--- config.mk ---
export PLATFORM = sky130hd
export DESIGN_NAME = pcr_cell
export DESIGN_NICKNAME = d
export VERILOG_FILES = /design/src/rtl/pcr_pkg.sv /design/src/rtl/pcr_cell.sv
export SDC_FILE = /design/constraint.sdc
export NUM_CORES = 1
export LEC_CHECK = 0
export ABC_AREA = 1
export CORE_ASPECT_RATIO = 1.25
export CORE_MARGIN = 2
export CORE_UTILIZATION = 59
export CTS_BUF_LIST = sky130_fd_sc_hd__clkbuf_4
export DETAILED_ROUTE_END_ITERATION = 10
export DONT_BUFFER_PORTS = 1
export PLACE_DENSITY = 0.72
export SYNTH_ARGS = -nofsm -noshare
export SYNTH_HDL_FRONTEND = slang
export SYNTH_SLANG_ARGS = --single-unit
--- constraint.sdc ---
create_clock -name clk -period 21.9 [get_ports clk]
set_input_delay 6.57 -clock clk [delete_from_list [all_inputs] [get_ports clk]]
set_output_delay 6.57 -clock clk [all_outputs]
set_load 0.1 [all_outputs]
--- src/rtl/pcr_pkg.sv ---
// Package for the piecewise color ramp: sizes, shared types and the
// divide-by-100 helper used to split decimal-packed colors.
// No dependencies.
`default_nettype none
package pcr_pkg;

  localparam int POINTS     = 4;
  localparam int VALUE_BITS = 16;
  localparam int REG_POINTS = 4;
  localparam int COLOR_W    = 20;
  localparam int LEVEL_W    = 7;
  localparam int CHANNELS   = 3;
  localparam int Q1_W       = 14;

  localparam int DIFF_W     = VALUE_BITS + 1;
  localparam int NUM_W      = VALUE_BITS + LEVEL_W + 1;
  localparam int PT_W       = $clog2(POINTS);
  localparam int RP_W       = $clog2(REG_POINTS);
  localparam int CFG_AW     = RP_W + 1;
  localparam int DIV_STEPS  = LEVEL_W;
  localparam int IN_W       = ((VALUE_BITS + 7) / 8) * 8;
  localparam int OUT_FLD_W  = COLOR_W + CHANNELS * LEVEL_W + 1;
  localparam int OUT_W      = ((OUT_FLD_W + 7) / 8) * 8;

  localparam int LEVEL_MAX  = 99;
  localparam int RED_WEIGHT = 10000;
  localparam int GRN_WEIGHT = 100;
  localparam int RECIP_100  = 5243;   // ceil(2^19 / 100)
  localparam int RECIP_SH   = 19;
  localparam int PROD_W     = COLOR_W + 14;

  // channel index: 2 red, 1 green, 0 blue
  localparam int CH_RED = 2;
  localparam int CH_GRN = 1;
  localparam int CH_BLU = 0;

  typedef logic [LEVEL_W-1:0] level_t;
  typedef logic [CHANNELS-1:0][LEVEL_W-1:0] chans_t;

  typedef struct packed {
    logic [CHANNELS-1:0][NUM_W-1:0]   rem;
    logic [CHANNELS-1:0][LEVEL_W-1:0] quo;
    logic [NUM_W-1:0]                 dvs;
    logic                             in_seg;
  } div_t;

  // n / 100 for n < 2^20: reciprocal estimate is high by at most one
  function automatic logic [Q1_W-1:0] div100(input logic [COLOR_W-1:0] n);
    logic [PROD_W-1:0]  prod;
    logic [Q1_W-1:0]    q;
    logic [PROD_W-1:0]  back;
    prod = PROD_W'(n) * PROD_W'(RECIP_100);
    q    = Q1_W'(prod >> RECIP_SH);
    back = PROD_W'(q) * PROD_W'(GRN_WEIGHT);
    if (back > PROD_W'(n)) begin
      q = q - 1'b1;
    end
    return q;
  endfunction

endpackage
`default_nettype wire

--- src/rtl/pcr_cell.sv ---
// One restoring-division cell: settles one quotient bit for all three
// channels and hands the halved divisor on. Depends on pcr_pkg.
`default_nettype none
module pcr_cell
  import pcr_pkg::*;
(
  input  wire logic clk,
  input  wire logic rst_n,
  input  wire logic in_valid,
  output logic      in_ready,
  input  wire div_t in_data,
  output logic      out_valid,
  input  wire logic out_ready,
  output div_t      out_data
);

  logic v_r;
  div_t d_r, d_nxt;

  always_comb begin
    d_nxt = in_data;
    for (int c = 0; c < CHANNELS; c++) begin
      if (in_data.rem[c] >= in_data.dvs) begin
        d_nxt.rem[c] = in_data.rem[c] - in_data.dvs;
        d_nxt.quo[c] = {in_data.quo[c][LEVEL_W-2:0], 1'b1};
      end else begin
        d_nxt.quo[c] = {in_data.quo[c][LEVEL_W-2:0], 1'b0};
      end
    end
    d_nxt.dvs = in_data.dvs >> 1;
  end

  assign in_ready = !v_r || out_ready;

  always_ff @(posedge clk) begin
    if (!rst_n) begin
      v_r <= 1'b0;
    end else if (in_ready) begin
      v_r <= in_valid;
    end
  end

  always_ff @(posedge clk) begin
    if (in_ready && in_valid) begin
      d_r <= d_nxt;
    end
  end

  assign out_valid = v_r;
  assign out_data  = d_r;

endmodule
`default_nettype wire
==> metrics <==
syn avg cell area=6.76 um2; Comb power frac=23.5%; # DRC=0; site row count=53; setup TNS=0 ns; Synth-to-Final Area Change=4.61%; Detailed Routing Iterations Pass 1=8; Die Height=151 um; Die Footprint=18500 um2; H-Tree Depth=4; final cell count without fillers=1751; Worst Max-Slew Pin Slew=1.06 ns; pin count of the biggest net entering global routing=79; count leader, synth=nand2_1; final net count=1714; post-synthesis cell area=10300 um2; clk_lat worst skew=0.55 ns; GPL Wtd Cong=1.02; RSZ-0062 raised after global routing=no; critical path arrival=7.31 ns; Yosys reg bits=118; Die W=122 um; Max FO, Critical Path=2; Mapped Cells=1518; slew margin rel.=29.0%; Crit. End Element=output pin; remaining global-route overflow=0; CP max stage cell=nand2_1; hold crit path type=register to register; final setup fails=0; Psw=0.000383 W; DP Area=10400 um2; Crit Path Class=primary input to output pin; I/O pin cnt=242; CTS tree=done; design area=10700 um2; Total GRT Usage=31.6%; CTS Buf Count=17; PostCTS Resize Cnt=0; Post CTS Setup Buffer Count=0; slowest stage delay, CP=0.69 ns; outcome=completed; crit path buf inv count=1; Cell variety after synth=35; max frequency=72.0 MHz; asr flop ratio synth=0%; top cells by area, synth=edfxtp_1, nand2_1, inv_1; Critical Path RT=15.33 ns; dominant cell type by area after synthesis=edfxtp_1; Hold Vio Cnt, Final=0; leakage power=5.77 nW; clock share of power=23.0%; clock root buffer=clkbuf_4; Via Count=9487; clock sink total=118; Placed Cells incl. Taps=1718; Switching Fraction=47.0%; Period minus WS final=13.88 ns; Seq pwr share=53.5%; period utilisation layout=63.4%; # port buffers=0; Synthesis Warnings=0; Worst path top cell family by delay=simple AND/OR/NAND/NOR gates; Slew Viols, Final=0; top post-synthesis cells by count=nand2_1, inv_1, edfxtp_1; initial antenna violation count=1; Synth top area share=34.3%; VDD IR max=0.0582 mV; cell chain of the critical path=inv_1 > nand2_1; Post-Synthesis Net Count=1715; Initial Util=60.6%; wire per inst=16.6 um; skew final=0.0130 ns; worst-case clock buffer depth=2; final WL=29000 um; vias in the first global route=9056; multi-input logic area=5350 um2; layout cells sized above 1=4.77%; top_reg_cell synth=edfxtp_1; WHS=1.67 ns; hold bufs inserted after CTS=0; Reg area=3530 um2; pwr/cell area=76.1 nW/um2; final-layout fill cell count=1607; Seq/Total Area, Yosys=34.5%; Critical Path Source Type=primary input; Clk pin slew, worst setup/hold paths=0.12 ns; antenna-violating nets left=0; Via-to-Cell Ratio=5.42; Post-DP HPWL=23600 um; max_cap viols=0; Int Power=0.000433 W; Post-synth EDFFs=117; 1st-iter DRT viols=750; first-pass GRT wire length=44500 um; Core ar.=16900 um2
-- routing by layer --
metal | up-vias | GRT usage (%) | part of all wire [%] | wire length (um)
met3 | 85 | 5.87 | 6.1 | 1760
met2 | 336 | 59.3 | 52 | 15200
met5 | - | 0 | 0 | 0
li1 | 4756 | - | - | -
met1 | 4310 | 34.6 | 37 | 10900
met4 | 0 | 13.2 | 4.1 | 1180
-- state kept, by name (all words and copies together), names as in the netlist --
name       count
out_data     117
out_valid      1
-- final timing paths --
check / cells after the start / startpoint / slack (ns) / to
setup reg to reg: 2 / out_valid$_SDFFE_PN0N_ / 19.49 / out_valid$_SDFFE_PN0N_
hold / removal: 2 / out_valid$_SDFFE_PN0N_ / 1.67 / out_data[98]$_DFFE_PP_
setup / recovery: 2 / out_ready / 8.02 / in_ready
hold reg to reg: 2 / out_valid$_SDFFE_PN0N_ / 1.67 / out_data[98]$_DFFE_PP_
-- logic make-up after synthesis --
| family | count (synthesis) | synth area share [%] |
|---|---|---|
| xor+xnor | 27 | 2.31 |
| simple gates | 876 | 36.7 |
| buf+inv | 347 | 13.5 |
| compound gates | 74 | 3.64 |
| other cells | 1 | 0.0366 |
| flops | 118 | 34.5 |
| fa+ha+maj | 75 | 9.37 |
-- metrics by stage --
stage          util [%]  worst slack [ns]  total power [W]
2_1_floorplan         -              8.08         0.000593
3_3_place_gp       61.5              8.03         0.000626
3_5_place_dp       61.5              8.01         0.000631
4_1_cts            63.4              8.01         0.000816
5_1_grt            63.4              8.01         0.000855
6_report           63.4              8.02         0.000816
-- layout make-up --
class / instances / area share, %
Multi-Input combinational cell: 1053 / 49.9
Clock inverter: 15 / 1.89
Antenna cell: 1 / 0.0233
Inverter: 325 / 11.4
Timing Repair Buffer: 2 / 0.140
Clock buffer: 17 / 1.19
Tap cell: 220 / 2.57
Sequential cell: 118 / 32.9
-- cell usage in the layout, fill, tap and decap left out, drive strengths merged --
master,Yosys,layout
nand2,593,593
inv,323,326
edfxtp,117,117
nor2,99,99
nand3,96,96
ha,72,72
nand4,59,59
o21ai,37,37
a21oi,36,36
xor2,24,24
clkbuf,4,17
nand3b,12,12
clkinv,2,9
nor3,6,6
or2,6,6
and2,5,5
bufinv,0,4
xnor2,3,3
fa,3,3
buf,18,2
diode,0,1
a21boi,1,1
conb,1,1
clkinvlp,0,1
dfxtp,1,1
-- power by group through the flow --
stage                     clock network, W  registers (W)  logic, W
after floorplan                          0       0.000441  0.000152
after global placement                   0       0.000442  0.000185
after detailed placement                 0       0.000442  0.000189
after CTS                         0.000189       0.000437  0.000190
after global routing              0.000198       0.000439  0.000218
final                             0.000188       0.000437  0.000192
(Power assumes the default switching activity.)
