## src/rtl/pcr_pkg.sv

```systemverilog
// Package for the piecewise color ramp: sizes, shared types and the
// divide-by-100 helper used to split decimal-packed colors.
// No dependencies.
`default_nettype none
package pcr_pkg;

  localparam int POINTS     = 4;
  localparam int VALUE_BITS = 16;
  localparam int REG_POINTS = 4;
  localparam int COLOR_W    = 20;
  localparam int LEVEL_W    = 7;
  localparam int CHANNELS   = 3;
  localparam int Q1_W       = 14;

  localparam int DIFF_W     = VALUE_BITS + 1;
  localparam int NUM_W      = VALUE_BITS + LEVEL_W + 1;
  localparam int PT_W       = $clog2(POINTS);
  localparam int RP_W       = $clog2(REG_POINTS);
  localparam int CFG_AW     = RP_W + 1;
  localparam int DIV_STEPS  = LEVEL_W;
  localparam int IN_W       = ((VALUE_BITS + 7) / 8) * 8;
  localparam int OUT_FLD_W  = COLOR_W + CHANNELS * LEVEL_W + 1;
  localparam int OUT_W      = ((OUT_FLD_W + 7) / 8) * 8;

  localparam int LEVEL_MAX  = 99;
  localparam int RED_WEIGHT = 10000;
  localparam int GRN_WEIGHT = 100;
  localparam int RECIP_100  = 5243;   // ceil(2^19 / 100)
  localparam int RECIP_SH   = 19;
  localparam int PROD_W     = COLOR_W + 14;

  // channel index: 2 red, 1 green, 0 blue
  localparam int CH_RED = 2;
  localparam int CH_GRN = 1;
  localparam int CH_BLU = 0;

  typedef logic [LEVEL_W-1:0] level_t;
  typedef logic [CHANNELS-1:0][LEVEL_W-1:0] chans_t;

  typedef struct packed {
    logic [CHANNELS-1:0][NUM_W-1:0]   rem;
    logic [CHANNELS-1:0][LEVEL_W-1:0] quo;
    logic [NUM_W-1:0]                 dvs;
    logic                             in_seg;
  } div_t;

  // n / 100 for n < 2^20: reciprocal estimate is high by at most one
  function automatic logic [Q1_W-1:0] div100(input logic [COLOR_W-1:0] n);
    logic [PROD_W-1:0]  prod;
    logic [Q1_W-1:0]    q;
    logic [PROD_W-1:0]  back;
    prod = PROD_W'(n) * PROD_W'(RECIP_100);
    q    = Q1_W'(prod >> RECIP_SH);
    back = PROD_W'(q) * PROD_W'(GRN_WEIGHT);
    if (back > PROD_W'(n)) begin
      q = q - 1'b1;
    end
    return q;
  endfunction

endpackage
`default_nettype wire

```

## src/rtl/pcr_split.sv

```systemverilog
// Splits one decimal-packed RRGGBB color register into three channels
// over two register stages. Depends on pcr_pkg.
`default_nettype none
module pcr_split
  import pcr_pkg::*;
(
  input  wire logic               clk,
  input  wire logic               rst_n,
  input  wire logic [COLOR_W-1:0] code,
  output chans_t                  chans
);

  logic [Q1_W-1:0] q1_r, q1_nxt;
  level_t          blu_a_r, blu_a_nxt;
  chans_t          chans_r, chans_nxt;
  logic [Q1_W-1:0] q2;

  always_comb begin
    q1_nxt    = div100(code);
    blu_a_nxt = LEVEL_W'(code - COLOR_W'(q1_nxt) * COLOR_W'(GRN_WEIGHT));
    q2        = div100(COLOR_W'(q1_r));
    chans_nxt = '0;
    chans_nxt[CH_RED] = (q2 >= Q1_W'(GRN_WEIGHT)) ? LEVEL_W'(q2 - Q1_W'(GRN_WEIGHT))
                                                   : LEVEL_W'(q2);
    chans_nxt[CH_GRN] = LEVEL_W'(q1_r - Q1_W'(q2 * Q1_W'(GRN_WEIGHT)));
    chans_nxt[CH_BLU] = blu_a_r;
  end

  always_ff @(posedge clk) begin
    if (!rst_n) begin
      q1_r    <= '0;
      blu_a_r <= '0;
      chans_r <= '0;
    end else begin
      q1_r    <= q1_nxt;
      blu_a_r <= blu_a_nxt;
      chans_r <= chans_nxt;
    end
  end

  assign chans = chans_r;

endmodule
`default_nettype wire

```

## config.mk

```make
export PLATFORM = sky130hd
export DESIGN_NAME = pcr_split
export DESIGN_NICKNAME = d
export VERILOG_FILES = /design/src/rtl/pcr_pkg.sv /design/src/rtl/pcr_split.sv
export SDC_FILE = /design/constraint.sdc
export NUM_CORES = 1
export LEC_CHECK = 0
export ABC_AREA = 1
export BUFFER_PORTS_ARGS = -buffer_cell sky130_fd_sc_hd__buf_2
export CAP_MARGIN = 40
export CELL_PAD_IN_SITES_DETAIL_PLACEMENT = 1
export CELL_PAD_IN_SITES_GLOBAL_PLACEMENT = 2
export CORE_ASPECT_RATIO = 0.6
export CORE_MARGIN = 3
export CORE_UTILIZATION = 44
export DETAILED_ROUTE_END_ITERATION = 6
export PLACE_DENSITY_LB_ADDON = 0.12
export REMOVE_ABC_BUFFERS = 1
export SETUP_SLACK_MARGIN = 0.4
export SYNTH_ARGS = -nofsm -noshare
export SYNTH_HDL_FRONTEND = slang
export SYNTH_SLANG_ARGS = --single-unit
```

## constraint.sdc

```tcl
create_clock -name clk -period 23.1 [get_ports clk]
set_input_delay 4.62 -clock clk [delete_from_list [all_inputs] [get_ports clk]]
set_output_delay 4.62 -clock clk [all_outputs]
set_load 0.05 [all_outputs]
```

==> results of run 1 <==
-- tightest hold or removal path: cells and delay by family (launching register included) --
kind	cells	cell delay, ns
simple gates	1	0.05
flops	1	0.31
buf+inv	1	0.04
-- through the flow --
stage | cell area [µm²] | worst slack, ns | hold WS (ns)
global placement | 15100 | 7.73 | 0.399
global route | 15300 | 7.11 | 0.448
CTS | 15300 | 7.92 | 0.418
detailed placement | 15100 | 7.62 | 0.406
finish | 15300 | 7.68 | 0.411
floorplan | 14400 | 9.64 | 0.390
-- worst max-delay path by stage --
stage,endpoint,cells after the start,start
floorplan,blu_a_r[6]$_SDFF_PN0_,52,code[14]
global placement,blu_a_r[6]$_SDFF_PN0_,53,code[14]
detailed placement,blu_a_r[6]$_SDFF_PN0_,53,code[14]
CTS,blu_a_r[6]$_SDFF_PN0_,53,code[14]
global route,blu_a_r[6]$_SDFF_PN0_,54,code[14]
finish,blu_a_r[6]$_SDFF_PN0_,53,code[14]
-- placed cells by master, fill, tap and decap left out, drive strengths merged --
cell type	n
a211oi	2
a21boi	5
a21o	9
a21oi	103
a31oi	6
buf	44
bufinv	1
clkbuf	5
clkinv	4
dfxtp	42
fa	174
ha	358
inv	484
nand2	257
nand3	66
nand3b	6
nand4	19
nor2	87
nor3	18
nor3b	1
nor4	3
nor4b	1
o211ai	4
o21a	5
o21ai	44
o21bai	6
o221ai	2
o31ai	4
or2	4
xnor2	13
xnor3	2
xor2	30
-- per-layer routing --
| layer | up-vias | GRT usage (%) | share of wire, % |
|---|---|---|---|
| met5 | - | 0 | 0 |
| met4 | 0 | 0.694 | 0.11 |
| met3 | 8 | 7.21 | 8.5 |
| met2 | 246 | 32.0 | 35 |
| met1 | 5632 | 44.4 | 57 |
| li1 | 5594 | - | - |
-- kinds of logic (layout without fill, tap and decap cells) --
| family | after synthesis | after routing | synth area share (%) |
|---|---|---|---|
| buffers and inverters | 491 | 538 | 12.9 |
| flip-flops | 42 | 42 | 5.83 |
| XOR/XNOR | 45 | 45 | 3.18 |
| adder cells (fa/ha/maj) | 532 | 532 | 55.2 |
| AO/OA/AOI/OAI | 190 | 190 | 7.67 |
| AND/OR/NAND/NOR | 462 | 462 | 15.3 |
-- layout make-up --
type | instances | area, µm² | area share (%)
multi-input combinational | 1229 | 11700 | 76.6
clock inverter | 3 | 40.0 | 0.262
sequential | 42 | 841 | 5.49
inverter | 486 | 1830 | 11.9
tap | 416 | 520 | 3.40
timing repair buffer | 44 | 225 | 1.47
clock buffer | 5 | 125 | 0.817
-- registers in the layout, indices dropped and copies added, names as in the netlist --
signal / flops
blu_a_r: 7
chans: 21
q1_r: 14
==> results_dict.tcl, run 1 <==
set metrics [dict create \
    avgSynthCellArea_um2 8.19 \
    cp_num_buf_inv 12 \
    avgRoutedWirePerCell_um 19.6 \
    grt_pass1_vias 12098 \
    relSlewSlack_pct 47.6 \
    rsz0062_at_grt "false" \
    cts_made_buffers 5 \
    postCtsSetupRepairBufs 0 \
    cp_top_family "adder cells" \
    ys_seq_area_share_pct 5.83 \
    worstMarginPinSlew_ns 0.784 \
    synth_edf_count 0 \
    fmax_ghz 0.0648 \
    max_cap_violations 0 \
    antenna_found_initial 0 \
    crit_fanout 10 \
    synth_common_cells "inv_1, ha_1, nand2_1" \
    vias 11480 \
    finalHoldViolCount 0 \
    die_x_um 240 \
    fin_skew_ns 0.00662 \
    synth_flop_cell "dfxtp_1" \
    pin_count 43 \
    clkLatencyLatePin_ns 0.30 \
    core_area_um2 31700 \
    worstHoldPathType "reg -> reg" \
    start_util_pct 45.5 \
    yosysUniqueCellTypes 53 \
    endpoint_kind "flip-flop" \
    design.die.area_um2 35100 \
    nFillCells 3878 \
    postCtsHoldBufs 0 \
    synth_most_common_cell "inv_1" \
    vias_per_cell 5.16 \
    diodes 0 \
    status "complete, no violations" \
    synth_cells 1762 \
    critPathMaxStageDelay_ns 0.59 \
    layout-area-overhead-vs-synth_pct 6.11 \
    r2r_end "chans[13]$_SDFF_PN0_" \
    htreeDepth 2 \
    ys_async_sr_fraction_pct 0 \
    grt_pass1_wl_um 69700 \
    clk_path_buf_depth 2 \
    ant_nets 0 \
    gp_congestion 0.909 \
    cts.repair.resized 0 \
    synth-seq-cells 42 \
    worstPathArrival_ns 15.62 \
    clkTransAtPathRegs_ns 0.07 \
    firstDrtPassIters 5 \
    gr-total-overflow 0 \
    fin_crit_ns 15.42 \
    worstHoldPathCells 2 \
    clkSinkCount 42 \
    num-nets-final 2362 \
    crit_top_cell "inv_1" \
    worstPathRequired_ns 23.30 \
    synth_area_leaders "ha_1, fa_1, inv_1, nand2_1, dfxtp_1" \
    worst-r2r-setup-slack_ns 12.45 \
    cts_tree "done" \
    portBuffers 42 \
    r2r-start "q1_r[5]$_SDFF_PN0_" \
    dp.cells 2216 \
    yosys_warnings 0 \
    fin_crit_sh_pct 66.8 \
    critPathKind "in -> reg" \
    grtUsageTotal_pct 25.8 \
    first_iter_violations 708 \
    final_util_pct 48.3 \
    clockRootBuffer "clkbuf_16" \
    synth_area_leader_cell "ha_1" \
    min_from "blu_a_r[0]$_SDFF_PN0_" \
    finalSetupTns_ns 0 \
    finalNonFillerCells 2225 \
    synth_top_area_share_pct 31.0 \
    final_max_slew_viol_count 0 \
    min_to "chans[0]$_SDFF_PN0_" \
    reg2reg_depth 50 \
    rows 50 \
    drive_above_1_share_pct 7.02 \
    post-route-drc-count 0 \
    die_y_um 146 \
    hpwl_um 39600 \
    netlist_area_um2 14400 \
    slowest_stage "xor2_1" \
    setup_violations 0 \
    crit_path_start_kind "input port" \
    routed_wirelength_um 43600 \
    grt_start_max_net_pins 29 \
]
Power of run 1 is not shown: default switching activity piles up to over one toggle a cycle in this logic, so the estimate is an artifact.
==> run 2, diff against run 1 <==
CORE_UTILIZATION = 41   (was 44)
clock period = 15.7 ns   (was 23.1 ns; I/O delays follow)
==> run 2 against run 1 <==
Against the previous run:
- global-route usage down 1.3 points
- core utilization down 3.4 points
- critical path depth up 1
- routed wire length about the same
- clock-buffer cell count up 1
- die area up 7.1%
- highest routed layer unchanged
- cell count up 2.0%
- largest cell class unchanged
- hold slack better by 0.0058 ns
- clock skew up 0.0035 ns
- critical path type unchanged
==> results_dict.tcl, run 2 (synthesis gave the netlist of run 1 again) <==
set metrics [dict create \
    first_iter_violations 617 \
    grtUsageTotal_pct 24.6 \
    routed_wirelength_um 43600 \
    mostFrequentLayoutCell "inv_1" \
    worstPathArrival_ns 14.09 \
    fmax_ghz 0.0723 \
    nFillCells 4302 \
    min_to "chans[1]$_SDFF_PN0_" \
    diodes 0 \
    ant_nets 0 \
    clkTransAtPathRegs_ns 0.08 \
    grt_start_max_net_pins 29 \
    final_max_slew_viol_count 0 \
    vias 11422 \
    drive_above_1_share_pct 7.07 \
    cts.repair.resized 0 \
    hpwl_um 39500 \
    layout-area-overhead-vs-synth_pct 6.43 \
    max_cap_violations 0 \
    min_from "blu_a_r[1]$_SDFF_PN0_" \
    rows 52 \
    fin_crit_sh_pct 88.1 \
    die_y_um 151 \
    worstPathRequired_ns 15.96 \
    fin_crit_ns 13.83 \
    worstHoldPathType "reg -> reg" \
    firstDrtPassIters 5 \
    portBuffers 42 \
    slowest_stage "xor2_1" \
    vias_per_cell 5.03 \
    cp_num_buf_inv 12 \
    postCtsHoldBufs 0 \
    dp.cells 2261 \
    critPathKind "in -> reg" \
    num-nets-final 2363 \
    clkSinkCount 42 \
    worstHoldPathCells 2 \
    post-route-drc-count 0 \
    gp_congestion 0.908 \
    worstMarginPinSlew_ns 0.762 \
    r2r-start "q1_r[5]$_SDFF_PN0_" \
    worst-r2r-setup-slack_ns 5.16 \
    finalNonFillerCells 2269 \
    mostFrequentLayoutCells "inv_1, ha_1, nand2_1, fa_1, a21oi_1" \
    fin_skew_ns 0.0101 \
    gr-total-overflow 0 \
    clk_path_buf_depth 2 \
    clockRootBuffer "clkbuf_16" \
    crit_fanout 10 \
    clkLatencyLatePin_ns 0.31 \
    endpoint_kind "flip-flop" \
    grt_pass1_wl_um 69200 \
    status "complete, no violations" \
    finalSetupTns_ns 0 \
    r2r_end "chans[13]$_SDFF_PN0_" \
    crit_path_start_kind "input port" \
    avgRoutedWirePerCell_um 19.2 \
    rsz0062_at_grt "false" \
    grt_pass1_vias 11970 \
    cts_tree "done" \
    cp_top_family "adder cells" \
    setup_violations 0 \
    die_x_um 248 \
    reg2reg_depth 49 \
    pin_count 43 \
    critPathMaxStageDelay_ns 0.59 \
    crit_top_cell "inv_1" \
    cts_made_buffers 5 \
    relSlewSlack_pct 48.7 \
    start_util_pct 42.2 \
    antenna_found_initial 0 \
    final_util_pct 44.9 \
    finalHoldViolCount 0 \
    core_area_um2 34200 \
    postCtsSetupRepairBufs 0 \
    path_depth 54 \
    htreeDepth 2 \
    largest_reg_flops 21 \
    design.die.area_um2 37600 \
]
## run 2: how the worst max path moves through the flow
stage	slack, ns	start	endpoint
floorplan	3.72	code[14]	blu_a_r[6]$_SDFF_PN0_
CTS	1.92	code[14]	blu_a_r[6]$_SDFF_PN0_
finish	1.87	code[14]	blu_a_r[6]$_SDFF_PN0_
detailed placement	1.62	code[14]	blu_a_r[6]$_SDFF_PN0_
global route	1.11	code[14]	blu_a_r[6]$_SDFF_PN0_
global placement	1.79	code[14]	blu_a_r[6]$_SDFF_PN0_
## run 2: worst min-delay path, delay by kind of cell (launching register included)
family,cells,cell delay [ns]
simple gates,1,0.05
buf+inv,1,0.04
flops,1,0.31
## run 2: per-layer routing
layer  part of all wire, %  vias to the layer above  global-route usage, %
li1                      -                     5592                      -
met1                    59                     5613                   41.7
met2                    33                      205                   30.5
met3                   7.7                       12                   7.04
met4                  0.19                        0                  0.898
met5                     0                        -                      0
## run 2: layout make-up
| class | count | area [µm²] | share of cell area (%) |
|---|---|---|---|
| Inverter | 486 | 1830 | 11.9 |
| Clock inverter | 2 | 12.5 | 0.0815 |
| Clock buffer | 6 | 139 | 0.904 |
| Sequential cell | 42 | 841 | 5.48 |
| Timing Repair Buffer | 45 | 230 | 1.50 |
| Tap cell | 459 | 574 | 3.74 |
| Multi-Input combinational cell | 1229 | 11700 | 76.4 |
## run 2: through the flow
step	hold WS (ns)	instance area, µm²	setup WS, ns
after floorplan	0.390	14400	3.72
after global placement	0.402	15200	1.79
after detailed placement	0.402	15200	1.62
after CTS	0.418	15400	1.92
after global routing	0.445	15400	1.11
final	0.417	15400	1.87
Power of run 2 is left out for the same reason.
==> run 3, diff against run 2 <==
RECOVER_POWER = 50   (was unset)
==> run 3 against run 2 <==
Against the previous run:
- fmax is 0.29% lower
- first-iteration DRC count is 4.2% higher
- cell count stayed put
- register-to-register slack got worse by 0.05 ns
- sequential cell count unchanged
- routed wire length about the same
- core utilization shrank 0.084 points
- clock-buffer cell count did not move
==> results_dict.tcl, run 3 (synthesis gave the netlist of run 1 again) <==
set metrics [dict create \
    status "complete, no violations" \
    grtUsageMet1_pct 41.7 \
    grt_pass1_wl_um 69200 \
    antenna_found_initial 0 \
    worstPathArrival_ns 14.12 \
    core_area_um2 34200 \
    fin_crit_sh_pct 88.4 \
    relSlewSlack_pct 4.54 \
    num-nets-final 2363 \
    gr-total-overflow 0 \
    setup_violations 0 \
    largest_reg_flops 21 \
    grt_start_max_net_pins 29 \
    nFillCells 4304 \
    rows 52 \
    design.die.area_um2 37600 \
    ant_nets 0 \
    avgRoutedWirePerCell_um 19.2 \
    gr-max-usage-layer "met1" \
    worstHoldPathType "reg -> reg" \
    crit_path_start_kind "input port" \
    routed_wirelength_um 43500 \
    clockRootBuffer "clkbuf_16" \
    met3_usage_pct 7.04 \
    worstMarginPinSlew_ns 1.43 \
    clkTransAtPathRegs_ns 0.08 \
    postCtsSetupRepairBufs 0 \
    grtUsageTotal_pct 24.6 \
    mostFrequentLayoutCells "inv_1, ha_1, nand2_1, fa_1, a21oi_1" \
    final_max_slew_viol_count 0 \
    mostFrequentLayoutCell "inv_1" \
    finalNonFillerCells 2269 \
    vias_per_cell 5.04 \
    hpwl_um 39500 \
    crit_top_cell "inv_1" \
    max_cap_violations 0 \
    first_iter_violations 643 \
    finalHoldViolCount 0 \
    clkLatencyLatePin_ns 0.31 \
    rsz0062_at_grt "false" \
    startpoint "code[14]" \
    worstPathRequired_ns 15.95 \
    cts_made_buffers 5 \
    die_y_um 151 \
    vias 11430 \
    start_util_pct 42.2 \
    dp.cells 2261 \
    cts.repair.resized 0 \
    die_x_um 248 \
    pin_count 43 \
    drive_above_1_share_pct 5.91 \
    endpoint_kind "flip-flop" \
    clkSinkCount 42 \
    critPathMaxStageDelay_ns 0.59 \
    critPathKind "in -> reg" \
    fmax_ghz 0.0721 \
    fin_skew_ns 0.0103 \
    firstDrtPassIters 5 \
    clk_path_buf_depth 2 \
    grt_pass1_vias 11970 \
    fin_crit_ns 13.87 \
    r2r-start "q1_r[5]$_SDFF_PN0_" \
    worst-r2r-setup-slack_ns 5.11 \
    diodes 0 \
    layout-area-overhead-vs-synth_pct 6.23 \
    htreeDepth 2 \
    post-route-drc-count 0 \
    cts_tree "done" \
    grtUsageMet2_pct 30.5 \
    portBuffers 42 \
    min_from "blu_a_r[1]$_SDFF_PN0_" \
    slowest_stage "xor2_1" \
    gp_congestion 0.908 \
    crit_fanout 10 \
    finalSetupTns_ns 0 \
    postCtsHoldBufs 0 \
]
## run 3: cell count changes in the layout (fill, tap and decap cells not counted)
cell,previous run,this run
buf_4,2,1
clkbuf_1,0,21
buf_2,43,23
## run 3: layer usage
metal | vias up | wire [µm]
met3 | 12 | 3260
met4 | 0 | 84
met1 | 5618 | 25600
met5 | - | 0
met2 | 207 | 14600
li1 | 5593 | -
## run 3: area by class of cell
class,instances,area (µm²),share of cell area (%)
Inverter,486,1830,11.9
Multi-Input combinational cell,1229,11700,76.6
Clock buffer,6,139,0.906
Timing Repair Buffer,45,201,1.31
Clock inverter,2,12.5,0.0816
Sequential cell,42,841,5.49
Tap cell,459,574,3.75
## run 3: final timing paths
check	endpoint	depth (start not counted)
worst min register to register	chans[1]$_SDFF_PN0_	2
worst min-delay path	chans[1]$_SDFF_PN0_	2
worst max register to register	chans[13]$_SDFF_PN0_	49
worst max-delay path	blu_a_r[6]$_SDFF_PN0_	54
## run 3: critical path: cells and delay by family
| family | cells | cell delay, ns |
|---|---|---|
| adders and majority gates | 13 | 4.96 |
| and+or+nand+nor | 17 | 2.28 |
| AOI/OAI and AO/OA | 8 | 1.47 |
| xor gates and xnor gates | 4 | 1.15 |
| buffers and inverters | 12 | 1.14 |
## run 3: stage by stage
stage               area, µm²  hold WS, ns  util [%]  worst slack (ns)
floorplan               14400        0.390         -              3.72
global placement        15200        0.402      44.4              1.79
detailed placement      15200        0.402      44.4              1.62
CTS                     15400        0.418      44.9              1.92
global route            15300        0.445      44.8              1.06
finish                  15300        0.417      44.8              1.83
Power of run 3 is left out for the same reason.
